==> config.mk <==
export PLATFORM = sky130hd
export DESIGN_NAME = permutation_engine_core
export DESIGN_NICKNAME = d
export VERILOG_FILES = /design/src/rtl/core/perm_pkg.sv /design/src/rtl/core/permutation_engine_core.sv
export SDC_FILE = /design/constraint.sdc
export NUM_CORES = 2
export LEC_CHECK = 0
export BUFFER_PORTS_ARGS = -buffer_cell sky130_fd_sc_hd__buf_2
export CELL_PAD_IN_SITES_DETAIL_PLACEMENT = 1
export CELL_PAD_IN_SITES_GLOBAL_PLACEMENT = 1
export CORE_UTILIZATION = 47
export DETAILED_ROUTE_END_ITERATION = 8
export GPL_TIMING_DRIVEN = 0
export PLACE_DENSITY_LB_ADDON = 0.15
export SETUP_SLACK_MARGIN = 0.5
export SLEW_MARGIN = 15
export SYNTH_ARGS = -nofsm -noshare
export SYNTH_HDL_FRONTEND = slang
export SYNTH_SLANG_ARGS = --single-unit
export TNS_END_PERCENT = 5
==> constraint.sdc <==
create_clock -name clk -period 5.77 [get_ports clk]
set_input_delay 0.2885 -clock clk [delete_from_list [all_inputs] [get_ports clk]]
set_output_delay 0.2885 -clock clk [all_outputs]
set_load 0.02 [all_outputs]
==> src/rtl/core/perm_pkg.sv <==
package perm_pkg;

  // Number of entries in the stored permutation.
  localparam int PermSize = 48;

  // Field widths fixed by the item format.
  localparam int ElemW = 6;
  localparam int CntW = 7;

  // Entry index and memory address (two banks of PermSize entries).
  localparam int IdxW = $clog2(PermSize);
  localparam int Depth = 2 * PermSize;
  localparam int AddrW = $clog2(Depth);
  localparam int CntMax = (1 << CntW) - 1;

  typedef logic [ElemW-1:0] elem_t;
  typedef logic [CntW-1:0] cnt_t;
  typedef logic [IdxW-1:0] idx_t;
  typedef logic [AddrW-1:0] addr_t;

  // Operation codes of an input item.
  typedef enum logic [2:0] {
    OP_LOAD     = 3'd0,
    OP_COMPOSE  = 3'd1,
    OP_INVERT   = 3'd2,
    OP_IDENTITY = 3'd3,
    OP_READ     = 3'd4
  } op_t;

  // Result status codes.
  typedef enum logic [1:0] {
    ST_OK     = 2'd0,
    ST_LENGTH = 2'd1,
    ST_RANGE  = 2'd2,
    ST_DUP    = 2'd3
  } status_t;

  // Sequencer states.
  typedef enum logic [1:0] {
    S_IDLE,
    S_EXEC,
    S_INV
  } state_t;

  // Address of entry idx in the given bank.
  function automatic addr_t mem_addr(logic bank, idx_t idx);
    addr_t base;
    base = bank ? addr_t'(PermSize) : addr_t'(0);
    return base + addr_t'(idx);
  endfunction

endpackage

==> src/rtl/core/permutation_engine_core.sv <==
// Permutation engine: holds one permutation of 48 one-based entries in two
// memory banks (entry map and its inverse), one bank pair current and the
// other collecting an incoming load or compose stream; a correct stream end
// swaps the banks, so no copy is needed. Each load, compose, read or identity
// item has an accept cycle, which reads the memories for compose and read, and
// in the cycle after it an execute cycle that checks the element, writes back
// and loads the result register; that execute cycle repeats while an earlier
// result still waits at a stalled output. Invert yields 48 results, one result
// per cycle while the output is not stalled, read from the stored inverse map.
// Reset and identity act at once through per-entry valid flags, so there is
// no clearing pass. A new item is accepted while an earlier result still
// waits to be taken at the output.
module permutation_engine_core (
  input  logic       clk,
  input  logic       rst_n,
  input  logic       in_valid,
  output logic       in_stall,
  input  logic [2:0] in_op,
  input  logic [5:0] in_element,
  input  logic [5:0] in_position,
  input  logic       in_last,
  output logic       out_valid,
  input  logic       out_stall,
  output logic [5:0] out_value,
  output logic [1:0] out_status,
  output logic       out_last_out
);

  // Sequencer and stream state.
  perm_pkg::state_t  state_r, state_nxt;
  logic              bank_r, bank_nxt;
  logic [perm_pkg::Depth-1:0]    p_vld_r, p_vld_nxt;
  logic [perm_pkg::Depth-1:0]    q_vld_r, q_vld_nxt;
  logic [perm_pkg::PermSize-1:0] seen_r, seen_nxt;
  perm_pkg::cnt_t    cnt_r, cnt_nxt;
  perm_pkg::status_t ferr_r, ferr_nxt;
  logic              kind_r, kind_nxt;
  perm_pkg::idx_t    inv_idx_r, inv_idx_nxt;

  // Item held for the execute cycle.
  logic [2:0]        op_r;
  perm_pkg::elem_t   elem_r;
  perm_pkg::elem_t   pos_r;
  logic              last_r;

  // Result register.
  logic              out_valid_r, out_valid_nxt;
  perm_pkg::elem_t   out_value_r, out_value_nxt;
  perm_pkg::status_t out_status_r, out_status_nxt;
  logic              out_last_r, out_last_nxt;
  logic              out_ld;

  // Entry map memory and inverse map memory.
  perm_pkg::elem_t   p_mem [perm_pkg::Depth];
  perm_pkg::elem_t   q_mem [perm_pkg::Depth];
  logic              p_re, p_we, q_re, q_we;
  perm_pkg::addr_t   p_raddr, p_waddr, q_raddr, q_waddr;
  perm_pkg::elem_t   p_wdata, q_wdata;
  perm_pkg::idx_t    p_ridx, q_ridx;
  perm_pkg::elem_t   p_rd_r, q_rd_r, p_dflt_r, q_dflt_r;
  logic              p_rvld_r, q_rvld_r;
  perm_pkg::elem_t   p_val, q_val;

  // Element check signals.
  logic              in_fire, out_free, exec_fire, need_out;
  logic              is_compose, start;
  perm_pkg::cnt_t    cnt_eff, cnt_inc;
  perm_pkg::status_t ferr_eff, ferr_upd, el_st, fin_st;
  logic [perm_pkg::PermSize-1:0] seen_eff;
  perm_pkg::idx_t    e_idx;
  logic              e_in_rng;
  perm_pkg::elem_t   entry;

  assign in_stall = (state_r != perm_pkg::S_IDLE);
  assign in_fire = in_valid && !in_stall;
  assign out_free = !out_valid_r || !out_stall;

  // An entry without its valid flag reads as the identity value.
  assign p_val = p_rvld_r ? p_rd_r : p_dflt_r;
  assign q_val = q_rvld_r ? q_rd_r : q_dflt_r;

  // Element checks for a load or compose element in the execute cycle.
  always_comb begin
    is_compose = (op_r == perm_pkg::OP_COMPOSE);
    start = (cnt_r == '0) || (kind_r != is_compose);
    cnt_eff = start ? '0 : cnt_r;
    ferr_eff = start ? perm_pkg::ST_OK : ferr_r;
    seen_eff = start ? '0 : seen_r;
    e_idx = perm_pkg::idx_t'(elem_r - 6'd1);
    e_in_rng = (elem_r != '0) && ({1'b0, elem_r} <= perm_pkg::cnt_t'(perm_pkg::PermSize));
    priority if (cnt_eff >= perm_pkg::cnt_t'(perm_pkg::PermSize)) begin
      el_st = perm_pkg::ST_LENGTH;
    end else if (!e_in_rng) begin
      el_st = perm_pkg::ST_RANGE;
    end else if (seen_eff[e_idx]) begin
      el_st = perm_pkg::ST_DUP;
    end else begin
      el_st = perm_pkg::ST_OK;
    end
    entry = is_compose ? p_val : elem_r;
    cnt_inc = (cnt_eff == perm_pkg::cnt_t'(perm_pkg::CntMax)) ? cnt_eff : cnt_eff + 7'd1;
    ferr_upd = ferr_eff;
    if (ferr_eff == perm_pkg::ST_OK &&
        (el_st == perm_pkg::ST_RANGE || el_st == perm_pkg::ST_DUP)) begin
      ferr_upd = el_st;
    end
    fin_st = (cnt_inc != perm_pkg::cnt_t'(perm_pkg::PermSize)) ? perm_pkg::ST_LENGTH
                                                               : ferr_upd;
  end

  // Next state, memory accesses and result.
  always_comb begin
    state_nxt = state_r;
    bank_nxt = bank_r;
    p_vld_nxt = p_vld_r;
    q_vld_nxt = q_vld_r;
    seen_nxt = seen_r;
    cnt_nxt = cnt_r;
    ferr_nxt = ferr_r;
    kind_nxt = kind_r;
    inv_idx_nxt = inv_idx_r;
    p_re = 1'b0;
    p_ridx = '0;
    q_re = 1'b0;
    q_ridx = '0;
    p_we = 1'b0;
    p_waddr = '0;
    p_wdata = '0;
    q_we = 1'b0;
    q_waddr = '0;
    q_wdata = '0;
    out_ld = 1'b0;
    out_value_nxt = out_value_r;
    out_status_nxt = out_status_r;
    out_last_nxt = out_last_r;
    need_out = 1'b0;
    exec_fire = 1'b0;

    unique case (state_r)
      perm_pkg::S_IDLE: begin
        // Accept cycle: read the current bank for compose and read items.
        if (in_fire) begin
          state_nxt = perm_pkg::S_EXEC;
          if (in_op == perm_pkg::OP_COMPOSE) begin
            p_re = (in_element != '0) &&
                   ({1'b0, in_element} <= perm_pkg::cnt_t'(perm_pkg::PermSize));
            p_ridx = perm_pkg::idx_t'(in_element - 6'd1);
          end else if (in_op == perm_pkg::OP_READ) begin
            p_re = ({1'b0, in_position} < perm_pkg::cnt_t'(perm_pkg::PermSize));
            p_ridx = perm_pkg::idx_t'(in_position);
          end
        end
      end

      perm_pkg::S_EXEC: begin
        need_out = (op_r == perm_pkg::OP_COMPOSE) || (op_r == perm_pkg::OP_READ) ||
                   (op_r == perm_pkg::OP_LOAD && last_r);
        exec_fire = !need_out || out_free;
        if (exec_fire) begin
          state_nxt = perm_pkg::S_IDLE;
          unique case (op_r)
            perm_pkg::OP_LOAD, perm_pkg::OP_COMPOSE: begin
              // Check the element, write it to the work bank and close the stream.
              seen_nxt = seen_eff;
              kind_nxt = is_compose;
              if (el_st == perm_pkg::ST_OK) begin
                seen_nxt[e_idx] = 1'b1;
                p_we = 1'b1;
                p_waddr = perm_pkg::mem_addr(!bank_r, perm_pkg::idx_t'(cnt_eff));
                p_wdata = entry;
                p_vld_nxt[p_waddr] = 1'b1;
                q_we = 1'b1;
                q_waddr = perm_pkg::mem_addr(!bank_r, perm_pkg::idx_t'(entry - 6'd1));
                q_wdata = perm_pkg::elem_t'(cnt_eff + 7'd1);
                q_vld_nxt[q_waddr] = 1'b1;
              end
              if (last_r) begin
                cnt_nxt = '0;
                ferr_nxt = perm_pkg::ST_OK;
                if (fin_st == perm_pkg::ST_OK) begin
                  bank_nxt = !bank_r;
                end
              end else begin
                cnt_nxt = cnt_inc;
                ferr_nxt = ferr_upd;
              end
              if (need_out) begin
                out_ld = 1'b1;
                out_status_nxt = last_r ? fin_st : el_st;
                out_last_nxt = last_r;
                out_value_nxt = (is_compose && out_status_nxt == perm_pkg::ST_OK) ? entry
                                                                                  : '0;
              end
            end
            perm_pkg::OP_INVERT: begin
              // Start the inverse sweep with entry zero.
              state_nxt = perm_pkg::S_INV;
              inv_idx_nxt = '0;
              q_re = 1'b1;
              q_ridx = '0;
            end
            perm_pkg::OP_IDENTITY: begin
              for (int i = 0; i < perm_pkg::PermSize; i++) begin
                p_vld_nxt[perm_pkg::mem_addr(bank_r, perm_pkg::idx_t'(i))] = 1'b0;
                q_vld_nxt[perm_pkg::mem_addr(bank_r, perm_pkg::idx_t'(i))] = 1'b0;
              end
            end
            perm_pkg::OP_READ: begin
              out_ld = 1'b1;
              out_last_nxt = 1'b1;
              if ({1'b0, pos_r} < perm_pkg::cnt_t'(perm_pkg::PermSize)) begin
                out_value_nxt = p_val;
                out_status_nxt = perm_pkg::ST_OK;
              end else begin
                out_value_nxt = '0;
                out_status_nxt = perm_pkg::ST_RANGE;
              end
            end
            default: begin
            end
          endcase
        end
      end

      perm_pkg::S_INV: begin
        // One inverse entry per free output slot, next read issued alongside.
        if (out_free) begin
          out_ld = 1'b1;
          out_value_nxt = q_val;
          out_status_nxt = perm_pkg::ST_OK;
          out_last_nxt = (inv_idx_r == perm_pkg::idx_t'(perm_pkg::PermSize - 1));
          if (out_last_nxt) begin
            state_nxt = perm_pkg::S_IDLE;
          end else begin
            inv_idx_nxt = inv_idx_r + 1'b1;
            q_re = 1'b1;
            q_ridx = inv_idx_r + 1'b1;
          end
        end
      end

      default: begin
        state_nxt = perm_pkg::S_IDLE;
      end
    endcase

    p_raddr = perm_pkg::mem_addr(bank_r, p_ridx);
    q_raddr = perm_pkg::mem_addr(bank_r, q_ridx);

    // The result register empties on a transfer and refills on a load.
    if (out_ld) begin
      out_valid_nxt = 1'b1;
    end else if (!out_stall) begin
      out_valid_nxt = 1'b0;
    end else begin
      out_valid_nxt = out_valid_r;
    end
  end

  // Control registers.
  always_ff @(posedge clk) begin
    if (!rst_n) begin
      state_r <= perm_pkg::S_IDLE;
      bank_r <= 1'b0;
      p_vld_r <= '0;
      q_vld_r <= '0;
      seen_r <= '0;
      cnt_r <= '0;
      ferr_r <= perm_pkg::ST_OK;
      kind_r <= 1'b0;
      inv_idx_r <= '0;
      out_valid_r <= 1'b0;
    end else begin
      state_r <= state_nxt;
      bank_r <= bank_nxt;
      p_vld_r <= p_vld_nxt;
      q_vld_r <= q_vld_nxt;
      seen_r <= seen_nxt;
      cnt_r <= cnt_nxt;
      ferr_r <= ferr_nxt;
      kind_r <= kind_nxt;
      inv_idx_r <= inv_idx_nxt;
      out_valid_r <= out_valid_nxt;
    end
  end

  // Payload registers.
  always_ff @(posedge clk) begin
    if (in_fire) begin
      op_r <= in_op;
      elem_r <= in_element;
      pos_r <= in_position;
      last_r <= in_last;
    end
    out_value_r <= out_value_nxt;
    out_status_r <= out_status_nxt;
    out_last_r <= out_last_nxt;
  end

  // Entry map memory with registered read.
  always_ff @(posedge clk) begin
    if (p_we) begin
      p_mem[p_waddr] <= p_wdata;
    end
    if (p_re) begin
      p_rd_r <= p_mem[p_raddr];
      p_rvld_r <= p_vld_r[p_raddr];
      p_dflt_r <= perm_pkg::elem_t'(p_ridx) + 6'd1;
    end
  end

  // Inverse map memory with registered read.
  always_ff @(posedge clk) begin
    if (q_we) begin
      q_mem[q_waddr] <= q_wdata;
    end
    if (q_re) begin
      q_rd_r <= q_mem[q_raddr];
      q_rvld_r <= q_vld_r[q_raddr];
      q_dflt_r <= perm_pkg::elem_t'(q_ridx) + 6'd1;
    end
  end

  assign out_valid = out_valid_r;
  assign out_value = out_value_r;
  assign out_status = out_status_r;
  assign out_last_out = out_last_r;

  // The banks swap only as the result of an executed stream element.
  a_bank_swap: assert property (@(posedge clk) disable iff (!rst_n)
    (bank_r != $past(bank_r)) |-> $past(state_r == perm_pkg::S_EXEC))
    else $error("bank swap outside the execute cycle");

  // Stream writes never touch the current bank.
  a_work_write: assert property (@(posedge clk) disable iff (!rst_n)
    (p_we || q_we) |->
      ((p_waddr >= perm_pkg::addr_t'(perm_pkg::PermSize)) != bank_r) &&
      ((q_waddr >= perm_pkg::addr_t'(perm_pkg::PermSize)) != bank_r))
    else $error("stream write into the current bank");

  // The inverse sweep stays within the permutation.
  a_inv_range: assert property (@(posedge clk) disable iff (!rst_n)
    (state_r == perm_pkg::S_INV) |->
      (perm_pkg::cnt_t'(inv_idx_r) < perm_pkg::cnt_t'(perm_pkg::PermSize)))
    else $error("inverse index beyond the permutation");

endmodule
* After elaboration in Yosys (flattened, before gate mapping)
Memory sizes are Yosys's and may differ from the RTL's. A register that Yosys moved wholly into a read port is not among the register bits. Cells that the tools add are included.
Word-level totals: register bits 299, memory bits (writable) 1152, word-level logic and storage cells 652, memories 2
Memory list:
- p_mem | depth 96, bits a word 6, rd ports 1, clocked after Yosys merged registers in 1, wr ports 1, line permutation_engine_core.sv:54 | perm_pkg::elem_t p_mem [perm_pkg::Depth];
- q_mem | depth 96, bits a word 6, rd ports 1, clocked after Yosys merged registers in 1, wr ports 1, line permutation_engine_core.sv:55 | perm_pkg::elem_t q_mem [perm_pkg::Depth];
Operators by class: add/sub/neg operators 58, order comparisons 109, equal/unequal tests 24, multiplexer cells 204, bitwise operators 147, reduce and logical (&&, ||, !) cells 87
Operator list (count):
- 96-bit bitwise AND | 96
- 96-bit NOT | 48
- 7-bit by 8-bit < comparator with 1-bit output, second input constant | 52
- 96-bit case mux with 2 select lines | 2
- 1-bit demux with 7-bit select | 50
- 7-bit by 1-bit greater-or-equal comparator with 1-bit output, second input constant | 50
- 96-bit two-way mux | 2
- 96-bit OR | 2
- 6-bit two-way mux | 29
- 7-bit by 5-bit adder with 7-bit output, second input constant | 16
- 7-bit by 6-bit adder with 7-bit output, second input constant | 16
- 48-bit two-way mux | 2
- 7-bit two-way mux | 11
- 1-bit two-way mux | 76
- 1-bit logical AND | 57
- 7-bit by 4-bit adder with 7-bit output, second input constant | 8
- 48-bit OR | 1
- 6-bit case mux with 2 select lines | 3
- 2-bit two-way mux | 17
- 7-bit by 3-bit adder with 7-bit output, second input constant | 4
- 6-bit by 1-bit adder with 6-bit output, second input constant | 3
- 6-bit by 1-bit subtractor with 6-bit output, second input constant | 3
- 5-bit AND reduction | 3
- 6-bit by 6-bit adder with 7-bit output | 2
- 37 further kinds | 76

* Depth between registers and ports, before layout
depth in word-level cells 55, gate-level depth with buffers 16

* Worst setup path after synthesis
OpenSTA, ideal clock, no wires.
path kind reg-to-reg, start point reg elem_r[0], end point mem q_mem[0][3] (netlist name) (data pin), arrival 5696 ps, data required time 5122 ps, setup slack -574 ps, stages on the path, launching flop included 15, path buffers 4, cell sequence edfxtp_1 > buf_2 > clkinv_1 > ha_1 > xor2_1 > buf_2 > mux4_2 > mux2_2 > o211ai_1 > o32ai_1 > nor4_4 > buf_4 > nand3_1 > buf_2 > nor2_1
Between the ends: word-level cells in the longest chain between the ends 11, elaborated cells between the ends (all ways) 14
RTL lines:
- from (decl) | line permutation_engine_core.sv:42 | perm_pkg::elem_t elem_r;
- from (signal assigned) | line permutation_engine_core.sv:291 | elem_r <= in_element;
- 6-bit by 1-bit subtractor with 6-bit output | line permutation_engine_core.sv:89 | e_idx = perm_pkg::idx_t'(elem_r - 6'd1);
- 1-bit binary-select mux with 6-bit select | line permutation_engine_core.sv:95 | end else if (seen_eff[e_idx]) begin
- 1-bit two-way mux (implied by the code) | line permutation_engine_core.sv:95
- 2-bit two-way mux | line permutation_engine_core.sv:95
- 2-bit two-way mux (*) | line permutation_engine_core.sv:93 | end else if (!e_in_rng) begin
- 2-bit two-way mux (*) | line permutation_engine_core.sv:91 | priority if (cnt_eff >= perm_pkg::cnt_t'(perm_pkg::PermSize)) begin
- 2-bit logical NOT (*) | line permutation_engine_core.sv:166 | if (el_st == perm_pkg::ST_OK) begin
- 6-bit two-way mux (*) | line permutation_engine_core.sv:166
- 6-bit two-way mux (*) | line permutation_engine_core.sv:161 | unique case (op_r)
- 6-bit two-way mux (*) | line permutation_engine_core.sv:159 | if (exec_fire) begin
- 6-bit two-way mux (*) | line permutation_engine_core.sv:139 | unique case (state_r)
- via q_wdata[3] | line permutation_engine_core.sv:58 | perm_pkg::elem_t p_wdata, q_wdata;
- to (decl) | line permutation_engine_core.sv:55
Mark *: on every way through the listed nets, which the timed path passes. The rest lies on a longest branch. The select of a mux whose other input is x is not followed.

* Worst setup path in the final report
start point reg elem_r[0], end point mem p_mem[5][0] (netlist name) (data pin)
Between the ends: word-level cells in the longest chain between the ends 11, elaborated cells between the ends (all ways) 15
RTL lines (line):
- 6-bit by 1-bit subtractor with 6-bit output | permutation_engine_core.sv:89
- 1-bit binary-select mux with 6-bit select | permutation_engine_core.sv:95
- 1-bit two-way mux (implied by the code) | permutation_engine_core.sv:95
- 2-bit two-way mux | permutation_engine_core.sv:95
- 2-bit two-way mux | permutation_engine_core.sv:93
- 2-bit two-way mux | permutation_engine_core.sv:91
- 2-bit logical NOT | permutation_engine_core.sv:166
- 6-bit two-way mux (*) | permutation_engine_core.sv:166
- 6-bit two-way mux (*) | permutation_engine_core.sv:161
- 6-bit two-way mux (*) | permutation_engine_core.sv:159
- 6-bit two-way mux (*) | permutation_engine_core.sv:139
- via p_wdata[0] | permutation_engine_core.sv:58
- to (decl) | permutation_engine_core.sv:54
Marks and branches as above.

==> metrics.yaml <==
clocking:
  numClockSinks: 1459
  htreeDepth: 4
  cts_max_path_buffers: 3
  clock_latency_ns: 0.81
  cts.clk_slew.worst_paths_ns: 0.06
  cts_made_buffers: 155
  cts_tree: "yes"
  cts_root_buf: "clkbuf_16"
synthesis:
  synthCells: 4861
  netlist_area_um2: 60700
  async_flop_share_pct: 0
  ys.flop_type: "edfxtp_1"
  avgSynthCellArea_um2: 12.5
  synth_cell_type_count: 73
  synth_fp_nets: 4902
  synth_edf_count: 1199
  synth.yosys.warnings: 0
  yosysSeqAreaShare_pct: 67.8
  ys_seq_elements: 1459
sta:
  finalCriticalPeriod_ns: 5.39
  slew_headroom_pct: 24.5
  final_max_slew_viol_count: 0
  worstMarginPinSlew_ns: 1.13
  fin_ws_ns: 0.378
  finalHoldViolations: 0
  fin_worst_skew_ns: 0.0239
  max_freq_mhz: 185
  setup_viol: 0
  rsz0062_at_grt: "yes"
  period_share_pct: 93.4
die:
  rows: 131
  dieArea_um2: 131000
  initial_utilization_pct: 47.5
  die_y_um: 361
  io_pins: 31
  core_um2: 128000
  die_w_um: 361
cells_and_area:
  fill_cells: 12900
  syn2layout_area_growth_pct: 14.9
  drive_gt1_share_pct: 13.0
  stdcell_area_um2: 69800
  nets: 5168
power:
  vdd.ir_drop.worst_uv: 286
  p_leak_nw: 22.7
  powerDensity_nw_per_um2: 314
worst_setup_path:
  reg2reg_depth: 16
  crit_path_top_delay_cell: "nor2_4"
  end_kind: "register"
  slowest_delay_ns: 0.55
  r2r_setup_slack_ns: 0.38
  r2r-end: "p_mem[5][0]"
  path_cells: "buf_2, clkinv_2, ha_1, xor2_2, buf_4, mux2i_1, o22ai_1, a2111oi_0, o32ai_2, nor4_4, buf_4, buf_4, nand2_2, buf_8, nor2_4, buf_12"
  crit_path_max_fanout: 24
  r2r_start: "elem_r[0]"
  crit_required_ns: 6.39
  worstPathArrival_ns: 6.02
  worst_path_most_repeated_cell: "buf_4"
  path_class: "register to register"
  start_kind: "register"
placement:
  pre_cts_ws_ns: -1.24
  port-buffer-count: 30
  dpl_cell_area_um2: 63900
  dp_hpwl_mm: 145
  gp_congestion: 0.961
min_path:
  min_from: "in_valid"
  min_to: "state_r[1]"
  hp-class: "input pin to register"
  whs_path_depth: 4
route:
  first_pass_iters: 6
  wirelength_mm: 206
  ant_nets: 0
  drc_errors: 0
  post_drt_wl_per_cell_um: 29.8
  drt_iter0_drc: 4729
  vias: 43000
  drt-vias-per-instance: 6.22
global_route:
  grt_pass1_vias: 43900
  grt_pass1_wl_mm: 299
  overflow: 0
  antenna_found_initial: 6
  grt_max_degree: 66
  grt_usage_pct: 31.5
run:
  maxCapViolCount: 0
status:
  status: "finished, final reports clean"
==> sequential cells by signal (all words and copies together) (netlist names), 3 cells and up <==
signal,flops
cnt_r,7
elem_r,6
inv_idx_r,6
op_r,3
out_value,6
p_dflt_r,6
p_mem,576
p_rd_r,6
p_vld_r,96
q_dflt_r,6
q_mem,576
q_rd_r,6
q_vld_r,96
seen_r,48
==> through the flow <==
stage	TNS [ns]	utilization (%)	instances	power, mW	hold WS (ns)
after detailed placement	-1524.03	50.0	6588	12.4	0.436
after CTS	0	54.4	6907	21.9	0.0884
after global placement	-6558.54	49.3	6553	12.4	0.428
after floorplan	-353.70	-	4861	12.0	0.387
final	0	54.6	6915	21.9	0.147
after global routing	0	54.6	6913	22.4	0.163
==> cell families (layout without fill, tap and decap cells) <==
logic type | Yosys count | count (layout) | synth area share [%]
other | 0 | 2 | 0
AOI/OAI and AO/OA | 904 | 904 | 9.99
adders and majority gates | 21 | 21 | 0.482
DFF | 1459 | 1459 | 67.8
muxes | 224 | 224 | 5.59
xor gates and xnor gates | 31 | 31 | 0.459
buffers and inverters | 421 | 802 | 2.69
and+or+nand+nor | 1801 | 1810 | 12.9
==> power by group <==
group          switching (mW)  internal, mW  total [mW]
Combinational           0.752         0.231       0.983
Clock                    4.24          5.33        9.57
Sequential             0.0284          11.3        11.3
==> worst max-delay path, delay by kind of cell, from the launching register on <==
family,cells,cell delay [ns]
adders and majority gates,1,0.39
buffers and inverters,7,1.82
AOI/OAI and AO/OA,3,0.86
xor gates and xnor gates,1,0.36
muxes,1,0.23
and+or+nand+nor,3,1.08
DFF,1,0.42
==> layout by cell type (no fill, tap or decap), types with 33 or more instances in the layout <==
cell,count
a211oi_1,113
o31a_1,38
and3_1,55
a31oi_1,85
nand4_1,45
o21ai_0,270
buf_1,45
clkbuf_16,155
mux4_2,89
nor2b_1,33
edfxtp_1,1199
nor3_1,33
buf_2,56
nand2_1,993
nor2_1,122
clkinv_1,34
mux2i_1,105
nor2_2,130
a311oi_1,70
o221ai_1,58
inv_1,67
nand3_1,229
a21oi_1,85
clkbuf_1,277
dfxtp_1,260
==> layout make-up <==
| type | instances | area, µm² | area share, % |
|---|---|---|---|
| flip-flops and latches | 1459 | 41200 | 59.0 |
| multi-input cells | 2990 | 18700 | 26.8 |
| clock buffers | 196 | 4070 | 5.83 |
| well taps | 1662 | 2080 | 2.98 |
| plain buffers | 351 | 1460 | 2.09 |
| repair buffers | 100 | 1290 | 1.85 |
| clock inverters | 85 | 703 | 1.01 |
| inverters | 70 | 264 | 0.378 |
| diodes | 2 | 5.00 | 0.00717 |
==> timing repair <==
action | CTS | global route
pin swaps | 11 | 2
setup endpoints to repair | 2466 | 1343
resized for setup | 177 | 62
hold buffers | 12 | 0
setup buffers | 17 | 5
gates cloned | 9 | 0
endpoints found under the hold margin | 12 | 0
==> cells in the mapped netlist, types with 9 or more instances <==
master | n | area (µm²)
nand4_1 | 45 | 282
nor2_1 | 263 | 987
a22oi_1 | 9 | 67.6
a311oi_1 | 70 | 613
a31oi_1 | 85 | 532
a2111oi_0 | 16 | 140
clkbuf_1 | 268 | 1010
mux4_2 | 89 | 2000
buf_1 | 49 | 184
dfxtp_1 | 260 | 5200
xnor2_1 | 18 | 158
a32oi_1 | 15 | 131
ha_1 | 17 | 213
a21boi_0 | 15 | 113
a21oi_1 | 85 | 425
and2_1 | 19 | 119
inv_1 | 67 | 251
buf_2 | 30 | 150
o21ai_1 | 16 | 80.1
mux2_2 | 30 | 338
edfxtp_1 | 1199 | 36000
o311ai_0 | 12 | 105
xor2_1 | 12 | 105
a221oi_1 | 26 | 228
and3_1 | 56 | 350
nor3_1 | 51 | 255
nand3_1 | 230 | 1150
o21ai_0 | 273 | 1370
o211ai_1 | 26 | 195
o221ai_1 | 58 | 508
or3_1 | 23 | 144
nand2b_1 | 31 | 194
nand2_1 | 995 | 3730
nor2b_1 | 33 | 206
o31a_1 | 38 | 333
nor4_1 | 12 | 75.1
a211oi_1 | 113 | 848
or4_1 | 13 | 97.6
mux2i_1 | 105 | 1050
==> how the worst max path moves through the flow <==
stage,slack (ns),start,end
after global placement,-7.08,elem_r[0],p_mem[40][0]
after detailed placement,-1.24,elem_r[0],p_mem[50][5]
after CTS,0.31,p_rvld_r,q_mem[12][1]
after global routing,0.22,elem_r[0],q_mem[13][4]
after floorplan,-0.53,elem_r[0],p_mem[0][0]
final,0.38,elem_r[0],p_mem[5][0]
==> metal layers <==
layer  global-route usage [%]  vias to the layer above  wire length, µm
li1                         -                    18800                -
met1                     40.1                    22000            80400
met2                     51.9                     1832            99600
met3                     6.32                      467            16600
met4                     14.5                        2             9530
met5                        0                        -               19
Note: power is estimated with default switching activity, not from simulation.
